<file path="config.mk">
export PLATFORM = sky130hd
export DESIGN_NAME = bmnt_fifo
export DESIGN_NICKNAME = d
export VERILOG_FILES = /design/src/bmnt_pkg.sv /design/src/bmnt_fifo.sv
export SDC_FILE = /design/constraint.sdc
export NUM_CORES = 1
export LEC_CHECK = 0
export ABC_AREA = 1
export BUFFER_PORTS_ARGS = -buffer_cell sky130_fd_sc_hd__buf_2
export CORE_MARGIN = 1.5
export CORE_UTILIZATION = 48
export CTS_CLUSTER_DIAMETER = 150
export DETAILED_ROUTE_END_ITERATION = 7
export PLACE_DENSITY = 0.65
export SLEW_MARGIN = 20
export SYNTH_ARGS = -nofsm -noshare
export SYNTH_HDL_FRONTEND = slang
export SYNTH_SLANG_ARGS = --single-unit
</file>
<file path="constraint.sdc">
create_clock -name clk -period 12 [get_ports clk]
set_clock_uncertainty 0.15 [all_clocks]
set_input_delay 0 -clock clk [delete_from_list [all_inputs] [get_ports clk]]
set_output_delay 0 -clock clk [all_outputs]
set_load 0.02 [all_outputs]
</file>
<file path="src/bmnt_pkg.sv">
// ----------------------------------------------------------------------------
// bmnt_pkg: shared types and constants of the block mean nearest tile matcher
// Field widths, table sizes, item codes and the structures that travel
// between the front end, the queue and the search engine.
// ----------------------------------------------------------------------------
package bmnt_pkg;

  localparam int MAX_TILES      = 256;
  localparam int MAX_BLOCK_COLS = 256;

  localparam int TILE_IW = $clog2(MAX_TILES);
  localparam int COL_IW  = $clog2(MAX_BLOCK_COLS);

  localparam int FW_W    = 13;
  localparam int BS_W    = 7;
  localparam int NT_W    = 9;
  localparam int POS_W   = 12;
  localparam int OFF_W   = 6;
  localparam int PIX_W   = 8;
  localparam int TIDX_W  = 8;
  localparam int MEAN_W  = 16;
  localparam int SUM_W   = 20;
  localparam int AREA_W  = 13;
  localparam int PROD_W  = MEAN_W + AREA_W;
  localparam int DIST_W  = PROD_W;
  localparam int BEST_W  = 8;

  localparam int Q_DEPTH = 4;
  localparam int Q_AW    = $clog2(Q_DEPTH);
  localparam int Q_CW    = Q_AW + 1;

  localparam logic MODE_LOAD  = 1'b0;
  localparam logic MODE_PIXEL = 1'b1;

  localparam logic [1:0] REG_FRAME_WIDTH  = 2'd0;
  localparam logic [1:0] REG_FRAME_HEIGHT = 2'd1;
  localparam logic [1:0] REG_BLOCK_SIZE   = 2'd2;
  localparam logic [1:0] REG_NUM_TILES    = 2'd3;

  typedef struct packed {
    logic [FW_W-1:0] fw;
    logic [FW_W-1:0] fh;
    logic [BS_W-1:0] bs;
    logic [NT_W-1:0] nt;
  } cfg_t;

  typedef struct packed {
    logic              is_load;
    logic [TIDX_W-1:0] tile_idx;
    logic [MEAN_W-1:0] tile_mean;
    logic [SUM_W-1:0]  sum;
    logic [POS_W-1:0]  brow;
    logic [COL_IW-1:0] bcol;
  } q_entry_t;

endpackage

</file>
<file path="src/bmnt_fifo.sv">
// ----------------------------------------------------------------------------
// bmnt_fifo: short queue between the front end and the search engine
// Holds tile loads and finished blocks in order. The room flag keeps one
// slot free for the item still in the front end's accumulate stage.
// ----------------------------------------------------------------------------
module bmnt_fifo (
  input  logic               clk,
  input  logic               rst_n,
  input  logic               push,
  input  bmnt_pkg::q_entry_t push_entry,
  input  logic               pop,
  output logic               q_valid,
  output bmnt_pkg::q_entry_t q_entry,
  output logic               q_room,
  output logic               q_full
);

  bmnt_pkg::q_entry_t mem [bmnt_pkg::Q_DEPTH];

  logic [bmnt_pkg::Q_AW-1:0] wr_ptr_r, rd_ptr_r;
  logic [bmnt_pkg::Q_CW-1:0] count_r;
  logic                      do_push, do_pop;

  assign q_valid = (count_r != '0);
  assign q_full  = (count_r == bmnt_pkg::Q_CW'(bmnt_pkg::Q_DEPTH));
  assign q_room  = (count_r <= bmnt_pkg::Q_CW'(bmnt_pkg::Q_DEPTH - 2));
  assign q_entry = mem[rd_ptr_r];
  assign do_push = push & ~q_full;
  assign do_pop  = pop & q_valid;

  always_ff @(posedge clk) begin
    if (!rst_n) begin
      wr_ptr_r <= '0;
      rd_ptr_r <= '0;
      count_r  <= '0;
    end else begin
      if (do_push) begin
        wr_ptr_r <= wr_ptr_r + bmnt_pkg::Q_AW'(1);
      end
      if (do_pop) begin
        rd_ptr_r <= rd_ptr_r + bmnt_pkg::Q_AW'(1);
      end
      priority if (do_push && !do_pop) begin
        count_r <= count_r + bmnt_pkg::Q_CW'(1);
      end else if (do_pop && !do_push) begin
        count_r <= count_r - bmnt_pkg::Q_CW'(1);
      end
    end
  end

  always_ff @(posedge clk) begin
    if (do_push) begin
      mem[wr_ptr_r] <= push_entry;
    end
  end

endmodule

</file>
; Yosys cells after proc, flatten, opt, wreduce, memory -nomap -nowiden
; Memory sizes are Yosys's and may differ from the RTL's. A register that Yosys moved wholly into a read port is not among the register bits.
; Index checks and enable logic that the tools add are counted.
[word_totals]
register_bits = 7
ram_bits = 260
inputBits = 69
elab_cells = 25
mem_count = 1
[classes]
n_addsub = 4
n_lt_le_gt_ge = 1
n_eq_ne = 1
n_mux = 6
bitwise = 3
n_reduce_logical = 6
[mem_list]
columns = name, words, width, rd, rd_ports_with_merged_regs, wr, line_no
row1 = mem, 4, 65, 1, 1, 1, bmnt_fifo.sv:18  ; bmnt_pkg::q_entry_t mem [bmnt_pkg::Q_DEPTH];
[op_table]
columns = cell, n
row1 = $mux 3, 2
row2 = $add 2x1->2 const B, 2
row3 = $mux 2, 2
row4 = $add 3x1->3 const B, 1
row5 = $eq 3x3->1 const B, 1
row6 = $le 3x2->1 const B, 1
row7 = $reduce_bool 3->1, 1
row8 = $sub 3x1->3 const B, 1
row9 = $and 1x1->1, 2
row10 = $logic_and 1x1->1, 2
row11 = $logic_not 1->1, 2
row12 = $mux 1, 2
row13 = $reduce_bool 2->1, 1
row14 = $not 1->1, 1

; Longest topological paths before layout
[logic_depth]
ltp_word = 7
depth_mapped = 13
ltp_nobuf = 13

; Worst setup path before layout
; No wires, ideal clock.
[synth_timing]
path_kind = register -> register
startpoint = register count_r[0] (netlist name)
endpoint = memory mem[0][0] (netlist name) (enable)
arrival_ns = 3.404
slack_ns = 7.957
stages_incl_launch_ff = 5
n_path_buf = 0
period_less_slack_ns = 4.043
path_cell_list = dfxtp_1 > nor2_1 > nand2_1 > nand2_1 > nor2_1
[synth_via]
elab_chain_cells = 5
[synth_rtl]
columns = element, line_no
row1 = "start, declared", bmnt_fifo.sv:21  ; logic [bmnt_pkg::Q_CW-1:0] count_r;
row2 = "start signal, assigned", bmnt_fifo.sv:44  ; count_r <= count_r + bmnt_pkg::Q_CW'(1);
row3 = "start signal, assigned", bmnt_fifo.sv:46  ; count_r <= count_r - bmnt_pkg::Q_CW'(1);
row4 = $eq 3x3->1, bmnt_fifo.sv:25  ; assign q_full = (count_r == bmnt_pkg::Q_CW'(bmnt_pkg::Q_DEPTH));
row5 = $not 1->1, bmnt_fifo.sv:28  ; assign do_push = push & ~q_full;
row6 = $and 1x1->1, bmnt_fifo.sv:28
row7 = $mux 1, bmnt_fifo.sv:52  ; if (do_push) begin
row8 = $mux 1 (implied by the code), bmnt_fifo.sv:53  ; mem[wr_ptr_r] <= push_entry;
row9 = "end, declared", bmnt_fifo.sv:18
; Every way passes these cells.

==> results.md <==
- Fill cell total of the finished layout: 1,588
- MaxCap Viol Count: 0
- Commonest non-fill, non-tap cells in the layout: edfxtp_1 (260), buf_2 (136), nor2_1 (119)
- Initial antenna violation count: 1
- Hold path depth: 2
- Arr. time, crit path: 2.85 ns
- Maximum vdd drop: approximately 0.13 mV
- Yosys synthesis warning count: 0
- CP startpoint kind: flip-flop
- Least-Margin Pin Slew: around 1.0 ns
- Number of buffers created by CTS: 27
- CP cell instances: inv_6 -> buf_4 -> o21ai_0 -> o22ai_2 -> buf_2
- Syn Nets: slightly below 800
- Crit-path max cell delay: between 0.7 and 0.8 ns
- F_max: approximately 0.33 GHz
- Register area share after synthesis: 76.5%
- Slew Limit Headroom: approximately 33%
- Area grow syn2layout: 23.2%
- Worst path top cell family by delay: buffers and inverters
- Commonest non-fill, non-tap cell in the layout: edfxtp_1
- Antenna viol nets, final: 0
- Tmin final: 3.00 ns
- Hold Path Class: primary input to flip-flop
- WHS Endpoint: mem[1][35]$_DFFE_PP_
- Flop2flop setup slack: 9.56 ns
- Worst Path Buf+Inv: 3
- Drt wl/cell: about 18 um
- Synth Cell Area: 10,400 um^2
- First DRT Iteration DRCs: between 300 and 400
- Clock-pin slew on the worst setup and hold paths: 0.06 ns
- Via-to-Cell Ratio: 5.34
- Final nets: 974
- Clock Sinks: 269
- Worst Min Path Start: push_entry[35]
- Fin Setup TNS: 0 ns
- Final setup viols: 0
- Fraction of layout cells with a size suffix above 1: 26.1%
- Drt drc: 0
- CTS tree: done
- Mean area per synthesized cell: 14.9 um^2
- Clock Path Buffers: 3
- Post-Synth Simple-Gate Area: 7.38%
- IO Port Bufs: between 100 and 150
- CP Capture Type: output port
- Reg2reg path depth: 5
- Cell variety after synth: 23
- Crit Path Max Fanout: 89
- Largest family of logic cells by synthesized area: compound AO/OA/AOI/OAI gates
- Row cnt: 53
- Unrepaired setup endpoints after global routing: false
- Largest net degree at the start of global routing: 93
- Post-synthesis compound-gate area fraction: 11.8%
- Leakage dissipation: 4.52 nW
- Via count: 6,381
- Routability Congestion: 0.726
- Status: complete, no violations
- Final Hold Vio Count: 0
- Total grt overflow: 0
- Synth Area in Adders: 0.791%
- Clk Latency, worst-skew pair: ~0.52 ns
- Post-CTS sizing: 0
- Core ar.: between 20,000 and 25,000 um^2
- Slowest CP cell: buf_4
- Mapped Cells: around 700
- First-pass GRT wire length: 33,800 um
- Area of the multi-input gates: about 2100 um^2
- Root Buffer Master: clkbuf_16
- Starting Density: 49.3%
- H-tree depth: 1
- Pre-antenna DRT Iters: 4
- Crit path kind: flip-flop to output port
- Post-synthesis mux area share: 0%
- Total Die Area: 22,600 um^2
- Die height: 150 um
- RR Endpoint: mem[1][23]$_DFFE_PP_
- Die Wd: ~150 um
- Flip-flop and latch area: between 7000 and 8000 um^2
- Seq cells post-synth: 269
- Xor/xnor share of the synthesized area: 0%
- Vias in the first global route: 6,524
- Pwr Density: between 200 and 250 nW/um^2
- Final-report max-slew violation count: 0
- Total global-route track usage: 19.3%
- Final WL: 21,500 um
- I/O Pins: around 140
- Fin util: 60.8%
- Final Cycle Share: between 20% and 30%
- HPWL Detailed: 11,800 um
- Crit path required time: around 12 ns
- Worst R2R Start: count_r[0]$_SDFFE_PN0P_
-- kinds of logic (layout without fill, tap and decap cells) --
group	count (synthesis)	in the layout
flops	269	269
fa+ha+maj	6	6
compound gates	202	202
simple gates	163	163
other cells	0	1
buf+inv	59	279
-- cell type report --
cell class | count | share of cell area, %
flip-flops and latches | 269 | 62.2
multi-input cells | 371 | 16.5
clock buffers | 29 | 5.31
inverters | 17 | 0.535
diodes | 1 | 0.0195
well taps | 275 | 2.68
repair buffers | 213 | 11.1
clock inverters | 20 | 1.66
-- Yosys cell counts (all sizes together) --
| cell | number | area (um^2) |
|---|---|---|
| o21ai | 132 | 679 |
| a21oi | 5 | 25.0 |
| nand3 | 4 | 20.0 |
| inv | 17 | 68.8 |
| dfxtp | 9 | 180 |
| o22ai | 65 | 532 |
| edfxtp | 260 | 7810 |
| nor2 | 143 | 687 |
| nand3b | 1 | 7.51 |
| ha | 5 | 62.6 |
| fa | 1 | 20.0 |
| buf | 25 | 229 |
| clkbuf | 17 | 63.8 |
| nand2 | 15 | 56.3 |
-- flip-flops by register name, indices dropped and copies added (netlist names), named ones only --
signal / cells
wr_ptr_r: 2
rd_ptr_r: 2
mem: 260
count_r: 3
-- how the worst max path moves through the flow --
stage               cells past startpoint             endpoint  slack [ns]
floorplan                               4  mem[0][0]$_DFFE_PP_        7.96
global placement                        5          q_entry[52]        9.54
detailed placement                      5          q_entry[59]        9.48
CTS                                     5          q_entry[59]        8.92
global route                            5          q_entry[59]        8.78
finish                                  5          q_entry[53]        9.00
-- report_power, final --
group          internal [mW]  total [mW]  switching, mW
registers               1.14        1.18         0.0387
logic                  0.215       0.710          0.495
clock network          0.499       0.834          0.335
-- repair_timing --
item,CTS,global route
buffers inserted,0,0
hold endpoints to repair,269,0
setup endpoints to repair,0,0
hold buffers,69,0
-- metal layers --
metal / vias up / share of wire [%] / GRT usage (%)
li1: 3010 / - / -
met2: 175 / 50 / 33.1
met4: 0 / 1.5 / 4.80
met1: 3164 / 43 / 25.5
met5: - / 0 / 0
met3: 32 / 5.9 / 3.64
-- per-stage QoR --
| stage | setup WS (ns) | power, mW | cells | hold WS [ns] | instance area (um^2) |
|---|---|---|---|---|---|
| floorplan | 7.96 | 1.69 | 699 | -0.0511 | 10400 |
| global placement | 9.54 | 1.88 | 1076 | 0.0584 | 11300 |
| detailed placement | 9.48 | 1.90 | 1076 | 0.0641 | 11300 |
| CTS | 8.92 | 2.75 | 1194 | 0.0503 | 12900 |
| global route | 8.78 | 2.85 | 1194 | 0.0654 | 12900 |
| finish | 9.00 | 2.73 | 1195 | 0.0765 | 12900 |
Power figures use the tool's default switching activity.
