==> config.mk <==
export PLATFORM = sky130hd
export DESIGN_NAME = bmnt_back
export DESIGN_NICKNAME = d
export VERILOG_FILES = /design/src/bmnt_pkg.sv /design/src/bmnt_back.sv
export SDC_FILE = /design/constraint.sdc
export NUM_CORES = 2
export LEC_CHECK = 0
export BUFFER_PORTS_ARGS = -buffer_cell sky130_fd_sc_hd__buf_4
export CAP_MARGIN = 15
export CELL_PAD_IN_SITES_DETAIL_PLACEMENT = 0
export CELL_PAD_IN_SITES_GLOBAL_PLACEMENT = 1
export CORE_MARGIN = 10
export CORE_UTILIZATION = 50
export DETAILED_ROUTE_END_ITERATION = 6
export PLACE_DENSITY = 0.77
export RECOVER_POWER = 50
export SETUP_SLACK_MARGIN = 0.3
export SYNTH_ARGS = -nofsm -noshare
export SYNTH_HDL_FRONTEND = slang
export SYNTH_SLANG_ARGS = --single-unit
==> constraint.sdc <==
create_clock -name clk -period 5.4 [get_ports clk]
set_input_delay 1.08 -clock clk [delete_from_list [all_inputs] [get_ports clk]]
set_output_delay 1.08 -clock clk [all_outputs]
set_load 0.005 [all_outputs]
==> src/bmnt_pkg.sv <==
// ----------------------------------------------------------------------------
// bmnt_pkg: shared types and constants of the block mean nearest tile matcher
// Field widths, table sizes, item codes and the structures that travel
// between the front end, the queue and the search engine.
// ----------------------------------------------------------------------------
package bmnt_pkg;

  localparam int MAX_TILES      = 256;
  localparam int MAX_BLOCK_COLS = 256;

  localparam int TILE_IW = $clog2(MAX_TILES);
  localparam int COL_IW  = $clog2(MAX_BLOCK_COLS);

  localparam int FW_W    = 13;
  localparam int BS_W    = 7;
  localparam int NT_W    = 9;
  localparam int POS_W   = 12;
  localparam int OFF_W   = 6;
  localparam int PIX_W   = 8;
  localparam int TIDX_W  = 8;
  localparam int MEAN_W  = 16;
  localparam int SUM_W   = 20;
  localparam int AREA_W  = 13;
  localparam int PROD_W  = MEAN_W + AREA_W;
  localparam int DIST_W  = PROD_W;
  localparam int BEST_W  = 8;

  localparam int Q_DEPTH = 4;
  localparam int Q_AW    = $clog2(Q_DEPTH);
  localparam int Q_CW    = Q_AW + 1;

  localparam logic MODE_LOAD  = 1'b0;
  localparam logic MODE_PIXEL = 1'b1;

  localparam logic [1:0] REG_FRAME_WIDTH  = 2'd0;
  localparam logic [1:0] REG_FRAME_HEIGHT = 2'd1;
  localparam logic [1:0] REG_BLOCK_SIZE   = 2'd2;
  localparam logic [1:0] REG_NUM_TILES    = 2'd3;

  typedef struct packed {
    logic [FW_W-1:0] fw;
    logic [FW_W-1:0] fh;
    logic [BS_W-1:0] bs;
    logic [NT_W-1:0] nt;
  } cfg_t;

  typedef struct packed {
    logic              is_load;
    logic [TIDX_W-1:0] tile_idx;
    logic [MEAN_W-1:0] tile_mean;
    logic [SUM_W-1:0]  sum;
    logic [POS_W-1:0]  brow;
    logic [COL_IW-1:0] bcol;
  } q_entry_t;

endpackage

==> src/bmnt_back.sv <==
// ----------------------------------------------------------------------------
// bmnt_back: tile mean table and nearest tile search
// Applies queued tile loads to the table and, for each finished block, walks
// the valid tiles one per cycle through a read, multiply, distance and
// compare pipeline before handing the winner to the output register.
// ----------------------------------------------------------------------------
module bmnt_back (
  input  logic                        clk,
  input  logic                        rst_n,
  input  bmnt_pkg::cfg_t              cfg,
  input  logic                        q_valid,
  input  bmnt_pkg::q_entry_t          q_entry,
  output logic                        pop,
  output logic                        out_valid,
  input  logic                        out_stall,
  output logic [bmnt_pkg::BEST_W-1:0] out_best_tile,
  output logic [bmnt_pkg::POS_W-1:0]  out_block_row,
  output logic [bmnt_pkg::POS_W-1:0]  out_block_col
);

  localparam logic [1:0] S_IDLE = 2'd0;
  localparam logic [1:0] S_SRCH = 2'd1;
  localparam logic [1:0] S_DONE = 2'd2;

  logic [1:0] st_r;

  logic [bmnt_pkg::MEAN_W-1:0] tmem [bmnt_pkg::MAX_TILES];

  logic                         tm_we;
  logic [bmnt_pkg::TILE_IW-1:0] tm_waddr;

  logic [bmnt_pkg::NT_W-1:0]    iss_r;
  logic                         iss_on_r, iss_last;
  logic                         v1_r, v2_r, v3_r, l1_r, l2_r, l3_r;
  logic [bmnt_pkg::TILE_IW-1:0] i1_r, i2_r, i3_r;
  logic [bmnt_pkg::MEAN_W-1:0]  rd_r;
  logic [bmnt_pkg::PROD_W-1:0]  prod_r;
  logic [bmnt_pkg::DIST_W-1:0]  dist_r, best_d_r, scaled_sum, abs_d;
  logic [bmnt_pkg::TILE_IW-1:0] best_i_r;
  logic [bmnt_pkg::SUM_W-1:0]   sum_r;
  logic [bmnt_pkg::AREA_W-1:0]  area_r;
  logic [bmnt_pkg::POS_W-1:0]   brow_r;
  logic [bmnt_pkg::COL_IW-1:0]  bcol_r;
  logic                         out_valid_r, out_load;

  assign pop      = (st_r == S_IDLE) && q_valid;
  assign tm_we    = pop && q_entry.is_load && (32'(q_entry.tile_idx) < bmnt_pkg::MAX_TILES);
  assign tm_waddr = bmnt_pkg::TILE_IW'(q_entry.tile_idx);
  assign iss_last = ((iss_r + bmnt_pkg::NT_W'(1)) == cfg.nt);
  assign out_load = (st_r == S_DONE) && (!out_valid_r || !out_stall);

  always_ff @(posedge clk) begin
    if (tm_we) begin
      tmem[tm_waddr] <= q_entry.tile_mean;
    end
    if (iss_on_r) begin
      rd_r <= tmem[bmnt_pkg::TILE_IW'(iss_r)];
    end
  end

  assign scaled_sum = bmnt_pkg::DIST_W'({sum_r, 8'b0});
  assign abs_d      = (scaled_sum >= prod_r) ? scaled_sum - prod_r : prod_r - scaled_sum;

  always_ff @(posedge clk) begin
    if (!rst_n) begin
      st_r     <= S_IDLE;
      iss_on_r <= 1'b0;
      v1_r     <= 1'b0;
      v2_r     <= 1'b0;
      v3_r     <= 1'b0;
    end else begin
      v1_r <= iss_on_r;
      v2_r <= v1_r;
      v3_r <= v2_r;
      unique case (st_r)
        S_IDLE: begin
          if (pop && !q_entry.is_load) begin
            iss_on_r <= 1'b1;
            st_r     <= S_SRCH;
          end
        end
        S_SRCH: begin
          if (iss_on_r && iss_last) begin
            iss_on_r <= 1'b0;
          end
          if (v3_r && l3_r) begin
            st_r <= S_DONE;
          end
        end
        S_DONE: begin
          if (out_load) begin
            st_r <= S_IDLE;
          end
        end
        default: begin
          st_r     <= S_IDLE;
          iss_on_r <= 1'b0;
        end
      endcase
    end
  end

  always_ff @(posedge clk) begin
    if (pop && !q_entry.is_load) begin
      sum_r  <= q_entry.sum;
      area_r <= bmnt_pkg::AREA_W'(cfg.bs) * bmnt_pkg::AREA_W'(cfg.bs);
      brow_r <= q_entry.brow;
      bcol_r <= q_entry.bcol;
      iss_r  <= '0;
    end else if (iss_on_r) begin
      iss_r <= iss_r + bmnt_pkg::NT_W'(1);
    end
    i1_r   <= bmnt_pkg::TILE_IW'(iss_r);
    l1_r   <= iss_last;
    i2_r   <= i1_r;
    l2_r   <= l1_r;
    prod_r <= bmnt_pkg::PROD_W'(rd_r) * bmnt_pkg::PROD_W'(area_r);
    i3_r   <= i2_r;
    l3_r   <= l2_r;
    dist_r <= abs_d;
    if (v3_r && ((i3_r == '0) || (dist_r < best_d_r))) begin
      best_d_r <= dist_r;
      best_i_r <= i3_r;
    end
  end

  always_ff @(posedge clk) begin
    if (!rst_n) begin
      out_valid_r <= 1'b0;
    end else if (out_load) begin
      out_valid_r <= 1'b1;
    end else if (out_valid_r && !out_stall) begin
      out_valid_r <= 1'b0;
    end
  end

  always_ff @(posedge clk) begin
    if (out_load) begin
      out_best_tile <= bmnt_pkg::BEST_W'(best_i_r);
      out_block_row <= brow_r;
      out_block_col <= bmnt_pkg::POS_W'(bcol_r);
    end
  end

  assign out_valid = out_valid_r;

endmodule

After elaboration in Yosys (flattened, before gate mapping)
Memories as Yosys holds them, arrays and structs flattened. A register that Yosys moved wholly into a read port is not among the register bits.
Cells that the tools add are included.

word-level totals
  logic and storage cells = 70
  RAM bits = 4096
  register bits after elaboration = 219
  output and inout port bits = 34
  input port bits = 111
  memories = 1

memories
  name  words  bits a word  read ports  clocked after memory_dff  wr ports  RTL line         source
  tmem  256    16           1           1                         1         bmnt_back.sv:27  logic [bmnt_pkg::MEAN_W-1:0] tmem [bmnt_pkg::MAX_TILES];

cells by class
  add/subtract/negate cells = 3
  multiply operators = 2
  bitwise logic cells = 1
  reductions and logical operators = 18
  $lt $le $gt $ge = 2
  muxes and demuxes = 12
  equal/unequal tests = 7

operator list
  cell                                                                      number
  28-bit by 29-bit >= comparator with 1-bit output                          1
  29-bit less-than comparator                                               1
  16-bit by 13-bit multiplier with 29-bit output                            1
  29-bit 2-to-1 mux                                                         1
  28-bit by 29-bit subtractor with 29-bit output                            1
  29-bit by 28-bit subtractor with 29-bit output                            1
  7-bit by 7-bit multiplier with 13-bit output                              1
  9-bit by 1-bit adder with 9-bit output (second input constant)            1
  9-bit == test                                                             1
  1-bit logical AND                                                         8
  8-bit logical NOT                                                         1
  1-bit 2-to-1 mux                                                          6
  2-bit 2-to-1 mux                                                          3
  2-bit inequality test (second input constant)                             3
  2-bit case mux with 3 select lines                                        1
  3-bit AND reduction                                                       2
  1-bit logical NOT                                                         3
  1-bit case mux with 3 select lines                                        1
  2-bit by 1-bit == test with 1-bit output (second input constant)          1
  2-bit == test (second input constant)                                     1
  2-bit logical NOT                                                         1
  1-bit logical OR                                                          2
  2-bit by 1-bit inequality test with 1-bit output (second input constant)  1
  2-bit nonzero test                                                        1
  1-bit NOT                                                                 1

Logic depth before layout (Yosys ltp)
  word-level depth = 5
  mapped depth = 22
  depth with buffers taken out = 21

Worst setup path after synthesis
No wires, ideal clock.

  path kind = register to register
  start point = reg area_r[4] in the netlist's numbering
  end point = reg prod_r[28] in the netlist's numbering
  required time = 5279 ps
  clock period less this slack = 5387 ps
  arrival time = 5267 ps
  stages on the path, launching flop included = 22
  path buffers = 2
  library setup time = 121 ps
  path slack = 13 ps
  cells stage by stage = edfxtp_1 > clkbuf_1 > nand2_1 > fa_1 > fa_1 > inv_1 > fa_1 > fa_1 > inv_1 > fa_1 > inv_1 > ha_1 > clkbuf_1 > and3_1 > a221oi_1 > nand2_1 > a211oi_1 > o41ai_1 > a21oi_1 > o21ai_0 > a21oi_1 > xnor2_1

on the way
  longest elaborated chain between the ends = 1

ends and longest elaborated chain
  element                                         RTL line          source
  start: declaration                              bmnt_back.sv:41   logic [bmnt_pkg::AREA_W-1:0] area_r;
  start signal: assignment                        bmnt_back.sv:106  area_r <= bmnt_pkg::AREA_W'(cfg.bs) * bmnt_pkg::AREA_W'(cfg.bs);
  16-bit by 13-bit multiplier with 29-bit output  bmnt_back.sv:117  prod_r <= bmnt_pkg::PROD_W'(rd_r) * bmnt_pkg::PROD_W'(area_r);
  end signal: assignment                          bmnt_back.sv:117
  end: declaration                                bmnt_back.sv:37   logic [bmnt_pkg::PROD_W-1:0] prod_r;

No other way between the ends.
A chain may end at the register's enable or synchronous reset.

Worst setup path in the final report
  start point = reg area_r[12] in the netlist's numbering
  end point = reg prod_r[26] in the netlist's numbering

The elaborated chain is that of the path after synthesis.

==> run summary <==
Status = finished, violations left
Failing checks = design-rule violations, max-capacitance violations, max-slew violations
Min Tclk post-route = 5.40 ns
Top-area cell type share of the netlist area = 0.722
Synth area leader = edfxtp_1
Setup TNS = 0 ns
Hold buffers post-CTS = 0
Setup violators final = 0
Initial antenna violation count = 36
GRT Overall Usage = 0.257
Hold Crit Depth = 1
Vias in the first global route = 95,084
CP most frequent cell = fa_1
Clk_lat worst skew = 0.98 ns
Post-synth top flop = edfxtp_1
Switching Power = 0.0295 W
Synthesized instance count = 9,416
Io pins = 145
Area growth syn-to-layout = 13.4%
CTS root buffer = clkbuf_16
Final net count = 10,570
Critical path origin = area_r[12]
Die area = 0.376 sq mm
CP Launch Type = flip-flop
Via density = 6.36
Lkg Pwr = 65.7 nW
Slew Limit Headroom = -2.70
Clk sinks = 4,330
CTS tree = built
Final hold vios = 0
Comb power frac = 0.307
Cell area after layout = 0.200 sq mm
Final Slew Violations = 2,301
RR Endpoint = prod_r[26]
Final ANT Viol Nets = 0
Arrival time worst endpoint = 6.23 ns
Core area = 0.350 sq mm
Delay-heaviest family, CP = adder cells
Crit Reg-Reg Startpoint = area_r[12]
Post-route clock period utilization = 1.00
Internal power = 0.0667 W
# H-tree levels = 5
Number of fill cells = 25,630
CTS buffer count = 423
PwrDens = 482 mW/mm^2
Netlist Area Pre-Place = 0.176 sq mm
HP Class = primary input to flip-flop
DR DRC count = 10
Initial DRC Count = 14,227
FF-to-FF path depth = 19
DR vias = 95,843
CP bufs+invs = 3
Placed insts = 14,269
Setup CP Type = flip-flop to flip-flop
Routed WL = 494,000 um
VDD IR max = 1.67 mV
Clk pin slew, worst setup/hold paths = 0.06 ns
Number of synthesized flops with an enable pin = 4,229
Worst Path Required = 6.23 ns
GRT Max-Usage Layer = met2
Max-cap viol count = 26
Post-synth cell types = 87
Die height = 613 um
DRT Pass-1 Iters = 7
GR Util met3 = 0.0622
Fmax = 185 MHz
Die extent in x = 613 um
R2r setup slk = 0.003 ns
Clk network pwr share = 0.299
Final Util = 0.570
Synth warnings = 0
Worst Setup EP = prod_r[26]
Max clock buf depth = 4
Top cells by area, synth = edfxtp_1 (72%), mux4_2 (7.8%), mux2i_1 (4.4%)
Largest net degree at the start of global routing = 173
Clk_skew = 0.0707 ns
Top cells by count, synth = edfxtp_1 (4,229), mux2i_1 (775), mux4_2 (611)
Global-route wire length before repair = 701,000 um
Synthesized area per cell = 18.7 sq um
Crit. End Element = flip-flop
I/O Buffers = 114
RSZ-0062 raised after global routing = true
GRT met1 Usage = 0.355
Ordered cell list for the critical path = buf_6 -> and2_4 -> fa_1 -> fa_1 -> fa_1 -> fa_1 -> inv_2 -> fa_1 -> inv_2 -> ha_4 -> and3_4 -> a221oi_4 -> nand2_2 -> a211oi_4 -> o41ai_4 -> a21oi_2 -> o21bai_1 -> a21oi_1 -> xnor2_1
Reg power frac = 0.393
Initial cell density of the core = 0.503
Yosys reg bits = 4,330
Seq/Total Area, Yosys = 0.733
GRT overflow = 0
CP max-delay cell = fa_1
Final Instance Count excl. Fillers = 15,077
Net Sw Frac = 0.306
Worst-margin pin slew = 5.56 ns
HPWL Detailed = 305,000 um
Largest stage delay, worst path = 0.55 ns
Critical Path Fanout Max = 3
Most frequent cell after synthesis = edfxtp_1
Wirelength per Cell = 32.7 um
GR Layer Usage met2 = 0.397
Placer Congestion = 0.861
Share of cells above drive strength 1 = 0.217
Site row count = 217
Placed Area = 0.186 sq mm
Instance count on the critical path = 19
Async S/R FF share, synth = 0
power groups by stage:
stage | registers (W) | logic (W) | clock network, W
after floorplan | 0.0383 | 0.0181 | 0
after global placement | 0.0385 | 0.0264 | 0
after detailed placement | 0.0385 | 0.0265 | 0
after CTS | 0.0378 | 0.0289 | 0.0291
after global routing | 0.0378 | 0.0320 | 0.0305
final | 0.0378 | 0.0296 | 0.0288
through the flow:
step | hold WS, ns | total power [W] | worst slack, ns
2_1_floorplan | 0.310 | 0.0564 | 0.306
3_3_place_gp | 0.311 | 0.0649 | -0.284
3_5_place_dp | 0.312 | 0.0651 | -0.267
4_1_cts | 0.182 | 0.0957 | -0.0389
5_1_grt | 0.241 | 0.100 | -0.181
6_report | 0.276 | 0.0962 | 0.00265
registers in the layout, summed over array words and instances, names as in the netlist, 2 cells and up:
signal         count
tmem            4096
best_d_r          29
dist_r            29
prod_r            29
sum_r             20
rd_r              16
area_r            12
brow_r            12
out_block_row     12
iss_r              9
bcol_r             8
best_i_r           8
i1_r               8
i2_r               8
i3_r               8
out_best_tile      8
out_block_col      8
st_r               2
worst min-delay path by stage:
| stage | slack (ns) | start | endpoint |
|---|---|---|---|
| 2_1_floorplan | 0.31 | i1_r[0] | i2_r[0] |
| 4_1_cts | 0.18 | q_entry[19] | brow_r[11] |
| 3_5_place_dp | 0.31 | i1_r[2] | i2_r[2] |
| 3_3_place_gp | 0.31 | l1_r | l2_r |
| 6_report | 0.28 | q_entry[19] | brow_r[11] |
| 5_1_grt | 0.24 | q_entry[17] | brow_r[9] |
cell usage in the layout, fill, tap and decap left out, types with 84 or more instances in the layout:
| cell type | instances |
|---|---|
| buf_4 | 665 |
| a21oi_1 | 285 |
| fa_1 | 153 |
| ha_1 | 169 |
| clkbuf_1 | 98 |
| nand2_1 | 176 |
| clkinv_2 | 84 |
| mux4_2 | 611 |
| dfxtp_1 | 94 |
| and2_1 | 114 |
| nor3_1 | 91 |
| edfxtp_1 | 4229 |
| o22ai_1 | 130 |
| clkinv_1 | 101 |
| mux2_2 | 140 |
| inv_1 | 271 |
| o21ai_0 | 219 |
| a221oi_1 | 113 |
| clkbuf_16 | 428 |
| mux2i_1 | 775 |
| o221ai_1 | 131 |
| nor2_1 | 392 |
area by class of cell:
class | count | area [sq um] | area share
sequential | 4330 | 129000 | 0.647
multi-input combinational | 4275 | 43400 | 0.218
clock buffer | 502 | 11000 | 0.0551
timing repair buffer | 816 | 6790 | 0.0340
tap | 4599 | 5750 | 0.0288
clock inverter | 263 | 2450 | 0.0123
inverter | 280 | 1090 | 0.00547
antenna | 12 | 30.0 | 0.000150
what timing repair did:
action | 4_1_cts | 5_1_grt
setup buffers | 22 | 6
gates resized for setup | 58 | 12
setup endpoints to repair | 12 | 13
gates cloned | 0 | 1
pin swaps | 42 | 24
kinds of logic after synthesis:
| group | count (synthesis) | share of synthesized area |
|---|---|---|
| flops | 4330 | 0.733 |
| mux | 1527 | 0.131 |
| compound gates | 1325 | 0.0513 |
| simple gates | 1003 | 0.0263 |
| buf+inv | 816 | 0.0236 |
| fa+ha+maj | 333 | 0.0303 |
| xor+xnor | 81 | 0.00403 |
| other cells | 1 | 0.0000213 |
per-layer routing:
layer	wire length [um]	vias up
met5	129	-
li1	-	39337
met4	23300	20
met3	56700	970
met1	186000	49767
met2	227000	5749
(Power assumes the default switching activity.)
